**src/design/cme_pkg.sv**
```systemverilog
// ----------------------------------------------------------------------------
// cme_pkg
// Shared types, constants and command codes of the correlation matrix engine.
// ----------------------------------------------------------------------------
package cme_pkg;

   localparam int MAX_MODES   = 8;
   localparam int MAX_SAMPLES = 65536;
   localparam int AMP_WIDTH   = 16;

   localparam int MODE_W  = $clog2(MAX_MODES);
   localparam int MCNT_W  = MODE_W + 1;
   localparam int COUNT_W = $clog2(MAX_SAMPLES + 1);
   localparam int SUM_W   = 33;
   localparam int PSUM_W  = 48;
   localparam int PHALF_W = PSUM_W / 2;
   localparam int COV_W   = 64;
   localparam int ROOT_W  = COV_W / 2;
   localparam int MUL_W   = 34;
   localparam int CORR_W  = 16;
   localparam int STEP_W  = 5;
   localparam int ISQ_STEPS = ROOT_W;
   localparam int DIV_STEPS = 15;
   localparam int ADDR_W  = 2 * MODE_W;

   localparam logic [CORR_W-1:0] CORR_ONE = CORR_W'(16384);

   typedef struct packed {
      logic signed [AMP_WIDTH-1:0] amplitude;
      logic                        end_of_data;
   } req_type;

   typedef struct packed {
      logic [2:0]               row;
      logic [2:0]               column;
      logic signed [CORR_W-1:0] correlation;
      logic                     zero_variance;
      logic                     last;
   } rsp_type;

   typedef enum logic [4:0] {
      OP_NONE, OP_LOAD, OP_MAC_RD, OP_MAC_WR,
      OP_COV_RD, OP_COV_LO, OP_COV_HI, OP_COV_SS, OP_COV_SUB,
      OP_ISQ_LOAD, OP_ISQ_STEP, OP_ISQ_STORE,
      OP_DMUL, OP_DIV_LOAD, OP_DIV_STEP, OP_EMIT, OP_CLEAR
   } op_type;

   typedef enum logic [4:0] {
      ST_IDLE, ST_MAC_RD, ST_MAC_WR,
      ST_COV_RD, ST_COV_LO, ST_COV_HI, ST_COV_SS, ST_COV_SUB,
      ST_ISQ_LOAD, ST_ISQ_STEP, ST_ISQ_STORE,
      ST_DMUL, ST_DIV_LOAD, ST_DIV_STEP, ST_EMIT, ST_CLEAR
   } state_type;

   typedef struct packed {
      op_type            op;
      logic [MODE_W-1:0] row;
      logic [MODE_W-1:0] col;
   } cmd_type;

   typedef struct packed {
      logic              complete;
      logic              saturated;
      logic              end_flag;
      logic [MCNT_W-1:0] modes;
   } status_type;

endpackage

```
**src/design/cme_ctrl.sv**
```systemverilog
// ----------------------------------------------------------------------------
// cme_ctrl
// Sequencer: accumulation loop, covariance, square root, division, emit.
// ----------------------------------------------------------------------------
module cme_ctrl import cme_pkg::*; (
   input  logic       clock,
   input  logic       reset,
   input  logic       start,
   output logic       busy,
   input  status_type status,
   output cmd_type    cmd
);

   state_type         state_ff, state_in;
   logic [MODE_W-1:0] i_ff, i_in, j_ff, j_in;
   logic [STEP_W-1:0] k_ff, k_in;
   logic              diag_ff, diag_in, end_ff, end_in;
   logic [MODE_W-1:0] top_idx;
   logic              i_top, j_top;

   assign top_idx = MODE_W'(status.modes - MCNT_W'(1));
   assign i_top   = (i_ff == top_idx);
   assign j_top   = (j_ff == top_idx);

   always_ff @(posedge clock) begin
      if (reset) begin
         state_ff <= ST_IDLE;
         i_ff     <= '0;
         j_ff     <= '0;
         k_ff     <= '0;
         diag_ff  <= 1'b0;
         end_ff   <= 1'b0;
      end else begin
         state_ff <= state_in;
         i_ff     <= i_in;
         j_ff     <= j_in;
         k_ff     <= k_in;
         diag_ff  <= diag_in;
         end_ff   <= end_in;
      end
   end

   always_comb begin
      state_in = state_ff;
      i_in     = i_ff;
      j_in     = j_ff;
      k_in     = k_ff;
      diag_in  = diag_ff;
      end_in   = end_ff;
      cmd.op   = OP_NONE;
      cmd.row  = i_ff;
      cmd.col  = j_ff;
      busy     = (state_ff != ST_IDLE);
      unique case (state_ff)
         ST_IDLE: begin
            if (start) begin
               cmd.op = OP_LOAD;
               end_in = status.end_flag;
               i_in   = '0;
               j_in   = '0;
               if (status.complete && !status.saturated) begin
                  state_in = ST_MAC_RD;
               end else if (status.end_flag) begin
                  diag_in  = 1'b1;
                  state_in = ST_COV_RD;
               end
            end
         end
         ST_MAC_RD: begin
            cmd.op   = OP_MAC_RD;
            state_in = ST_MAC_WR;
         end
         ST_MAC_WR: begin
            cmd.op   = OP_MAC_WR;
            state_in = ST_MAC_RD;
            if (j_top) begin
               j_in = '0;
               if (i_top) begin
                  i_in = '0;
                  if (end_ff) begin
                     diag_in  = 1'b1;
                     state_in = ST_COV_RD;
                  end else begin
                     state_in = ST_IDLE;
                  end
               end else begin
                  i_in = i_ff + 1'b1;
               end
            end else begin
               j_in = j_ff + 1'b1;
            end
         end
         ST_COV_RD: begin
            cmd.op   = OP_COV_RD;
            state_in = ST_COV_LO;
         end
         ST_COV_LO: begin
            cmd.op   = OP_COV_LO;
            state_in = ST_COV_HI;
         end
         ST_COV_HI: begin
            cmd.op   = OP_COV_HI;
            state_in = ST_COV_SS;
         end
         ST_COV_SS: begin
            cmd.op   = OP_COV_SS;
            state_in = ST_COV_SUB;
         end
         ST_COV_SUB: begin
            cmd.op   = OP_COV_SUB;
            state_in = diag_ff ? ST_ISQ_LOAD : ST_DMUL;
         end
         ST_ISQ_LOAD: begin
            cmd.op   = OP_ISQ_LOAD;
            k_in     = '0;
            state_in = ST_ISQ_STEP;
         end
         ST_ISQ_STEP: begin
            cmd.op = OP_ISQ_STEP;
            k_in   = k_ff + 1'b1;
            if (k_ff == STEP_W'(ISQ_STEPS - 1)) begin
               state_in = ST_ISQ_STORE;
            end
         end
         ST_ISQ_STORE: begin
            cmd.op   = OP_ISQ_STORE;
            state_in = ST_COV_RD;
            if (i_top) begin
               diag_in = 1'b0;
               i_in    = '0;
               j_in    = '0;
            end else begin
               i_in = i_ff + 1'b1;
               j_in = i_ff + 1'b1;
            end
         end
         ST_DMUL: begin
            cmd.op   = OP_DMUL;
            state_in = ST_DIV_LOAD;
         end
         ST_DIV_LOAD: begin
            cmd.op   = OP_DIV_LOAD;
            k_in     = '0;
            state_in = ST_DIV_STEP;
         end
         ST_DIV_STEP: begin
            cmd.op = OP_DIV_STEP;
            k_in   = k_ff + 1'b1;
            if (k_ff == STEP_W'(DIV_STEPS - 1)) begin
               state_in = ST_EMIT;
            end
         end
         ST_EMIT: begin
            cmd.op   = OP_EMIT;
            state_in = ST_COV_RD;
            if (j_top) begin
               j_in = '0;
               if (i_top) begin
                  state_in = ST_CLEAR;
               end else begin
                  i_in = i_ff + 1'b1;
               end
            end else begin
               j_in = j_ff + 1'b1;
            end
         end
         ST_CLEAR: begin
            cmd.op   = OP_CLEAR;
            state_in = ST_IDLE;
         end
         default: state_in = ST_IDLE;
      endcase
   end

endmodule

```
**config.mk**
```make
export PLATFORM = sky130hd
export DESIGN_NAME = cme_ctrl
export DESIGN_NICKNAME = d
export VERILOG_FILES = /design/src/design/cme_pkg.sv /design/src/design/cme_ctrl.sv
export SDC_FILE = /design/constraint.sdc
export NUM_CORES = 1
export LEC_CHECK = 0
export ABC_AREA = 1
export ABC_CLOCK_PERIOD_IN_PS = 2930
export BUFFER_PORTS_ARGS = -buffer_cell sky130_fd_sc_hd__buf_4
export CORE_UTILIZATION = 47
export DETAILED_ROUTE_END_ITERATION = 8
export GPL_TIMING_DRIVEN = 0
export HOLD_SLACK_MARGIN = 0.05
export PLACE_DENSITY = 0.69
export SETUP_SLACK_MARGIN = 0.02
export SYNTH_ARGS = -nofsm -noshare
export SYNTH_HDL_FRONTEND = slang
export SYNTH_SLANG_ARGS = --single-unit
```
**constraint.sdc**
```tcl
create_clock -name clock -period 2.93 [get_ports clock]
set_clock_uncertainty 0.2 [all_clocks]
set_input_delay 0 -clock clock [delete_from_list [all_inputs] [get_ports clock]]
set_output_delay 0 -clock clock [all_outputs]
set_load 0.02 [all_outputs]
```
---- Word level (Yosys, flattened, before mapping) ----
Cells that the tools add are included.
W data, S select, Z words.
storage, ports and cells
  register bits ........................... 18
  input bits .............................. 10
  output and inout bits ................... 12
  logic and storage cells ................. 88
cells by class
  add/sub/neg operators ................... 4
  equal/unequal tests ..................... 31
  multiplexer cells ....................... 31
  reduce and logical (&&, ||, !) cells .... 16
operators by type and width
  kind                   number
  $pmux W5 S16           1
  $pmux W5 S15           1
  $eq A5 B4 Y1 const B   9
  $mux W5                5
  $ne A2 B2 Y1 const B   11
  $eq A5 B3 Y1 const B   4
  $mux W3                6
  $pmux W3 S4            1
  $eq A5 B2 Y1 const B   2
  $pmux W5 S2            1
  $pmux W3 S3            1
  $mux W1                8
  $mux W2                4
  $mux W4                2
  $reduce_and A8 Y1      1
  $add A3 B1 Y3 const B  2
  $eq A3 B3 Y1           2
  $reduce_bool A3 Y1     2
  $reduce_or A2 Y1       3
  $add A5 B1 Y5 const B  1
  $eq A5 B1 Y1 const B   1
  $eq A5 B5 Y1 const B   1
  $logic_not A5 Y1       1
  $reduce_and A5 Y1      1
  10 further kinds       11

---- Longest topological paths before layout ----
Gate-level depths: netlist of the first run.
  depth after elaboration ................. 5
  mapped depth ............................ 13
  mapped depth without buffers ............ 13

---- Worst setup path after synthesis of the first run ----
Ideal clock, no wire load.
  path kind ............................... flip-flop to flip-flop
  start point ............................. reg j_ff[0]
  end point ............................... reg i_ff[0]
  arrival time ............................ 1287 ps
  slack ................................... 1373 ps
  cell stages (with the launch flop) ...... 11
  path through ............................ dfxtp_1 inv_1 nand2_1 nand2_1 nor2_2 nand2_2 nand2_2 nand2_2 nor2_2 nand3_1 a21oi_1
between the ends
  word-level cells in the longest chain between the ends .. 3
  elaborated cells between the ends (all ways) .. 4
  classes of those cells .................. 3 x eq/ne; 1 x reduce/logical
ends and longest elaborated chain
  element                          RTL line        RTL
  start: declaration               cme_ctrl.sv:15  logic [MODE_W-1:0] i_ff, i_in, j_ff, j_in;
  start signal: assignment         cme_ctrl.sv:36  j_ff <= j_in;
  $eq A3 B3 Y1 (*)                 cme_ctrl.sv:23  assign j_top = (j_ff == top_idx);
  $ne A2 B2 Y1 (no line)           n/a
  $reduce_and A5 Y1 (no line) (*)  n/a
  end signal: assignment           cme_ctrl.sv:35  i_ff <= i_in;
  end: declaration                 cme_ctrl.sv:15
Every way passes the cells marked *; elsewhere a longest branch is shown, timed or not.
A chain may end at the register's enable or synchronous reset.

---- Worst setup path in the final report of the first run ----
  start point ............................. reg k_ff[0]
  end point ............................... reg state_ff[1]
between the ends
  word-level cells in the longest chain between the ends .. 3
  elaborated cells between the ends (all ways) .. 5
  classes of those cells .................. 4 x eq/ne; 1 x reduce/logical
ends and longest elaborated chain
  element                                              RTL line                          RTL
  start: declaration                                   cme_ctrl.sv:16                    logic [STEP_W-1:0] k_ff, k_in;
  start signal: assignment                             cme_ctrl.sv:37                    k_ff <= k_in;
  $eq A5 B4 Y1 / $eq A5 B5 Y1 (equally long branches)  cme_ctrl.sv:149, cme_ctrl.sv:121
  $ne A2 B2 Y1 (no line)                               n/a
  $reduce_and A4 Y1 (no line) (*)                      n/a
  end signal: assignment                               cme_ctrl.sv:34                    state_ff <= state_in;
  end: declaration                                     cme_ctrl.sv:14                    state_type state_ff, state_in;
Marks and branches as above.

==> results of run 1 <==
-- through the flow --
stage	instances	power, W	hold WS, ns
floorplan	208	0.000467	-0.0281
global placement	257	0.000539	0.100
detailed placement	257	0.000543	0.156
CTS	267	0.000695	0.0793
global route	267	0.000740	0.140
finish	267	0.000689	0.0973
-- final timing paths --
| check | start | endpoint | slack, ns | cells past startpoint |
|---|---|---|---|---|
| setup / recovery | k_ff[0] | state_ff[1] | 0.73 | 10 |
| hold / removal | status[5] | diag_ff | 0.1 | 8 |
| setup reg to reg | k_ff[0] | state_ff[1] | 0.73 | 10 |
| hold reg to reg | k_ff[4] | k_ff[4] | 0.29 | 2 |
-- final cells by class --
| cell class | instances | area share [%] |
|---|---|---|
| plain buffers | 1 | 0.245 |
| flip-flops and latches | 17 | 22.2 |
| well taps | 30 | 2.45 |
| repair buffers | 25 | 13.2 |
| inverters | 40 | 9.80 |
| clock inverters | 1 | 0.490 |
| multi-input cells | 150 | 50.1 |
| clock buffers | 3 | 1.47 |
-- per-layer routing --
| layer | wire length, um | vias up | GRT usage [%] |
|---|---|---|---|
| met2 | 1510 | 17 | 41.6 |
| li1 | - | 717 | - |
| met5 | 0 | - | 0 |
| met1 | 1350 | 614 | 26.1 |
| met4 | 0 | 0 | 3.95 |
| met3 | 80 | 0 | 5.93 |
-- logic make-up (layout without fill, tap and decap cells) --
group	Yosys count	in the layout
buffers and inverters	41	70
DFF	17	17
adders and majority gates	6	6
xor gates and xnor gates	3	3
and+or+nand+nor	110	110
AOI/OAI and AO/OA	31	31
-- worst max-delay path, delay by kind of cell, from the launching register on --
family,cells,cell delay [ns]
fa+ha+maj,2,0.36
simple gates,6,0.59
flops,1,0.42
buf+inv,2,0.58
-- cells in the final DEF, fill, tap and decap left out, drive strengths merged, types with 2 or more instances in the layout --
master	n
nand2	65
inv	39
dfxtp	17
dlygate4sd3	6
buf	20
a21oi	14
o22ai	2
clkbuf	3
ha	6
xnor2	3
nand3	16
o211ai	4
nor2	24
o21ai	9
-- repair_timing --
| action | CTS | global route |
|---|---|---|
| hold buffers | 6 | 0 |
| hold endpoints to repair | 11 | 0 |
| gates resized for setup | 0 | 0 |
-- flip-flops by register name, indices dropped and copies added, names as in the netlist --
signal,count
i_ff,3
diag_ff,1
j_ff,3
state_ff,4
end_ff,1
k_ff,5
-- report_power, final --
group | switching (W) | total [W] | internal, W
combinational | 0.000170 | 0.000281 | 0.000111
sequential | 0.0000212 | 0.000270 | 0.000248
clock | 0.0000863 | 0.000138 | 0.0000520
total | 0.000278 | 0.000689 | 0.000411
==> metrics.cfg, run 1 <==
[detailed_routing]
ant_nets=0
wl_mm=2.94
vias_per_cell=5.05
drcViolationCount=0
drt_pre_antenna_iters=4
num_vias=1348
post_drt_wl_per_cell_um=11.0
drtIter0Drc=36

[setup_path]
cp_cell_sequence=ha_1, and3_1, ha_1, inv_1, nand2_1, nand2_1, nor2_1, nand2_1, nor2_1, dlygate4sd3_1
cp-start-kind=flop
cp.arrival_ns=2.26
max_stage_delay_ns=0.55
crit_path_top_delay_cell=dlygate4sd3_1
cp_common_cell=nand2_1
cp_max_fo=5
end_kind=flop
path_class=reg -> reg
cp.required_ns=2.99

[layout]
seq_area_sq_um=340
nFillCells=249
nNetsFinal=254
multi_input_area_sq_um=767
fin_area_sq_um=1530
final_util_pct=61.3
diodes=0
area_growth_pct=21.4
drive_above_1_share_pct=16.9

[timing]
slew_headroom_pct=74.5
min_period_ns=2.20
fmax_mhz=454
finalSetupTns_ns=0
worst_slack_ns=0.727
setup-violations-final=0
rsz0062_at_grt=false
tightest_slew_ns=0.383
report.final.slew_viol_count=0
finalCritPeriodShare_pct=75.2
hold_viol=0

[pwr]
p_per_area_nw_per_um2=450
power.leakage_nw=0.784
vdd_drop_max_v=0.000363

[yosys]
synthAdderAreaFrac_pct=5.95
synth-async-reset-ratio_pct=0
yosys.area.top_type=dfxtp_1
avgSynthCellArea_sq_um=6.06
ys_warn_count=0
netlist.area_leader.share_pct=27.0
synth_xor_area_share_pct=2.08
ys_ff_latch=17
syn-num-nets=224
synth.area.top_cells=dfxtp_1 (27%), nand2_1 (17%), inv_1 (11%), ha_1 (6.0%), nand3_1 (6.0%)
synth_flop_cell=dfxtp_1
synth-edff-count=0
synth.most_common_cell=nand2_1
syn-cell-area_sq_um=1260
synth.distinct_cells=26
synth.top_cells.by_count=nand2_1 (58), inv_1 (36), nor2_1 (18)
seq_area_frac_synth_pct=27.0
yosys.area_share.simple_pct=39.1
syn_inst=208
synth_top_family_by_area=simple AND/OR/NAND/NOR gates
muxShareOfSynthArea_pct=0
synth_compound_area_share_pct=13.7

[global_routing]
grt_pass1_wl_mm=4.73
antenna_found_initial=0
grt_max_degree=12
grt_pass1_vias=1155
grt.total_usage_pct=22.6
grt-ovfl-total=0

[clock_tree]
clockBufferDepth=2
cts.htree.levels=1
cts_tree=done
numCtsBuffers=3
root_buffer=clkbuf_4
clkSinkCount=17
clk_pin_slew_ns=0.12
clk_latency_ns=0.30
cts_setup_buffers=0

[placement]
gp_congestion=0.872
portBuffers=19
dp_slack_ns=1.28
post_dp_cell_area_sq_um=1440
dp_hpwl_mm=2.33

[worst_hold_path]
hp-class=in -> reg

[floorplanning]
fp.dieW_um=53.8
start_util_pct=50.5
std_cell_rows=18
die_height_um=53.8
core_area_sq_um=2500
pin_count=22
dieArea_sq_um=2890

[job]
cap_violations=0

[outcome]
outcome=finished, final reports clean

Power figures use the tool's default switching activity.
==> inputs of run 2 (changes only) <==
--- a/config.mk
+++ b/config.mk
@@ -6,7 +6,7 @@
 export NUM_CORES = 1
 export LEC_CHECK = 0
 export ABC_AREA = 1
-export ABC_CLOCK_PERIOD_IN_PS = 2930
+export ABC_CLOCK_PERIOD_IN_PS = 2100
 export BUFFER_PORTS_ARGS = -buffer_cell sky130_fd_sc_hd__buf_4
 export CORE_UTILIZATION = 47
 export DETAILED_ROUTE_END_ITERATION = 8
==> constraint.sdc (replaced) <==
create_clock -name clock -period 2.1 [get_ports clock]
set_clock_uncertainty 0.2 [all_clocks]
set_input_delay 0 -clock clock [delete_from_list [all_inputs] [get_ports clock]]
set_output_delay 0 -clock clock [all_outputs]
set_load 0.02 [all_outputs]
==> metrics.cfg, run 2 (same netlist as run 1, synthesis figures left out) <==
[outcome]
outcome=finished, final reports clean

[floorplanning]
pin_count=22  ; unchanged
die_height_um=53.8  ; unchanged
dieArea_sq_um=2890  ; unchanged
core_area_sq_um=2500  ; unchanged
fp.dieW_um=53.8  ; unchanged
start_util_pct=50.5  ; unchanged
std_cell_rows=18  ; unchanged

[clock_tree]
clockBufferDepth=2  ; unchanged
clkSinkCount=17  ; unchanged
clk_latency_ns=0.30  ; about the same
numCtsBuffers=3  ; unchanged
cts_tree=done
cts_setup_buffers=0  ; unchanged
root_buffer=clkbuf_4
clk_pin_slew_ns=0.12  ; about the same
cts.htree.levels=1  ; unchanged

[timing]
fmax_mhz=531  ; +17%
tightest_slew_ns=0.377  ; -0.00613 ns
finalSetupTns_ns=0  ; unchanged
min_period_ns=1.88  ; -0.321 ns
rsz0062_at_grt=false
hold_viol=0  ; unchanged
setup-violations-final=0  ; unchanged
finalCritPeriodShare_pct=89.6  ; +14 points
slew_headroom_pct=74.9  ; +0.41 points
report.final.slew_viol_count=0  ; unchanged

[setup_path]
cp_cell_sequence=nor2_4, nand2_2, inv_2, nand2_2, o21ai_0, a21oi_1, dlygate4sd3_1
cp.required_ns=2.11  ; -0.88 ns
crit_buf_inv=2  ; unchanged
crit_path_top_delay_cell=dlygate4sd3_1
path_class=reg -> reg
cp_common_cell=nand2_2
cp_top_family=buffers and inverters
cp-start-kind=flop
end_kind=flop
max_stage_delay_ns=0.55  ; about the same
cp.arrival_ns=1.89  ; -0.37 ns
cp_max_fo=6  ; +1

[pwr]
p_per_area_nw_per_um2=628  ; +40%
power.leakage_nw=0.778  ; -0.79%
vdd_drop_max_v=0.000522  ; +44%

[global_routing]
grt_pass1_vias=1152  ; -0.26%
antenna_found_initial=0  ; unchanged
grt_max_degree=12  ; unchanged
grt.total_usage_pct=22.6  ; -0.059 points
grt_pass1_wl_mm=4.71  ; -0.30%
grt-ovfl-total=0  ; unchanged

[detailed_routing]
drcViolationCount=0  ; unchanged
drt_pre_antenna_iters=4  ; unchanged
ant_nets=0  ; unchanged
drtIter0Drc=36  ; unchanged
num_vias=1341  ; -0.52%
dr_wl_met3_um=78  ; -2.5%
wl_met1_mm=1.35  ; +0.52%
wl_mm=2.93  ; -0.20%
top_layer=met4
met2_wirelength_mm=1.49  ; -1.6%
post_drt_wl_per_cell_um=11.0  ; +0.17%
vias_per_cell=5.04  ; -0.15%

[layout]
nNetsFinal=253  ; -0.39%
nFillCells=250  ; +0.40%
mostFrequentLayoutCell=nand2_1
reg_top3=k_ff: 5 flops, state_ff: 4 flops
largest_reg_flops=5  ; unchanged
area_growth_pct=20.6
drive_above_1_share_pct=16.9  ; +0.072 points
diodes=0  ; unchanged
fin_area_sq_um=1520  ; -0.65%
mostFrequentLayoutCells=nand2_1 (58), inv_1 (36), buf_4 (19), nor2_1 (18), dfxtp_1 (17)
top_register=k_ff

[placement]
post_dp_cell_area_sq_um=1440  ; unchanged
gp_congestion=0.872  ; unchanged
portBuffers=19  ; unchanged
dp_hpwl_mm=2.33  ; unchanged

[worst_hold_path]
hp-class=in -> reg

[job]
cap_violations=0  ; unchanged

==> run 2: stage by stage <==
step / setup WS (ns) / cells / utilization (%) / power (W) / hold WS, ns
floorplan: 0.543 / 208 / - / 0.000651 / -0.0281
global placement: 0.452 / 257 / 57.7 / 0.000752 / 0.100
detailed placement: 0.448 / 257 / 57.7 / 0.000758 / 0.156
CTS: 0.198 / 266 / 60.9 / 0.000964 / 0.0688
global route: 0.0533 / 266 / 60.9 / 0.00103 / 0.140
finish: 0.218 / 266 / 60.9 / 0.000956 / 0.0791
==> run 2: layout make-up <==
| class | count | area, sq um | share of cell area [%] |
|---|---|---|---|
| well taps | 30 | 37.5 | 2.47 |
| clock buffers | 3 | 22.5 | 1.48 |
| repair buffers | 24 | 193 | 12.7 |
| clock inverters | 1 | 7.51 | 0.493 |
| plain buffers | 1 | 3.75 | 0.247 |
| flip-flops and latches | 17 | 340 | 22.4 |
| inverters | 40 | 150 | 9.87 |
| multi-input cells | 150 | 767 | 50.4 |
==> run 2: worst paths after layout <==
check              startpoint           to  slack (ns)  cells after the start
setup reg to reg  state_ff[2]       end_ff        0.22                      7
hold / removal      status[5]  state_ff[1]        0.08                      8
setup / recovery  state_ff[2]       end_ff        0.22                      7
hold reg to reg       k_ff[4]      k_ff[4]        0.29                      2
==> run 2: per-layer routing <==
layer / vias to the layer above / global-route usage, %
li1: 713 / -
met5: - / 0
met2: 15 / 41.6
met4: 0 / 3.95
met3: 2 / 5.93
met1: 611 / 25.9
==> run 2: where the power goes <==
part | switching, W | internal (W) | total [W]
combinational | 0.000236 | 0.000150 | 0.000386
clock | 0.000121 | 0.0000725 | 0.000193
sequential | 0.0000298 | 0.000346 | 0.000376
total | 0.000387 | 0.000569 | 0.000956
==> run 2: tightest hold or removal path: stages <==
cell	delay (ns)
buf_4	0.08
inv_1	0.03
nand2_1	0.05
nand2_1	0.08
o211ai_1	0.09
nand3b_1	0.11
nand2_1	0.05
nor2_1	0.08
==> run 2: repair_timing <==
action                                 CTS  global route
endpoints found under the hold margin   11             0
hold buffers                             5             0
gates resized for setup                  0             0
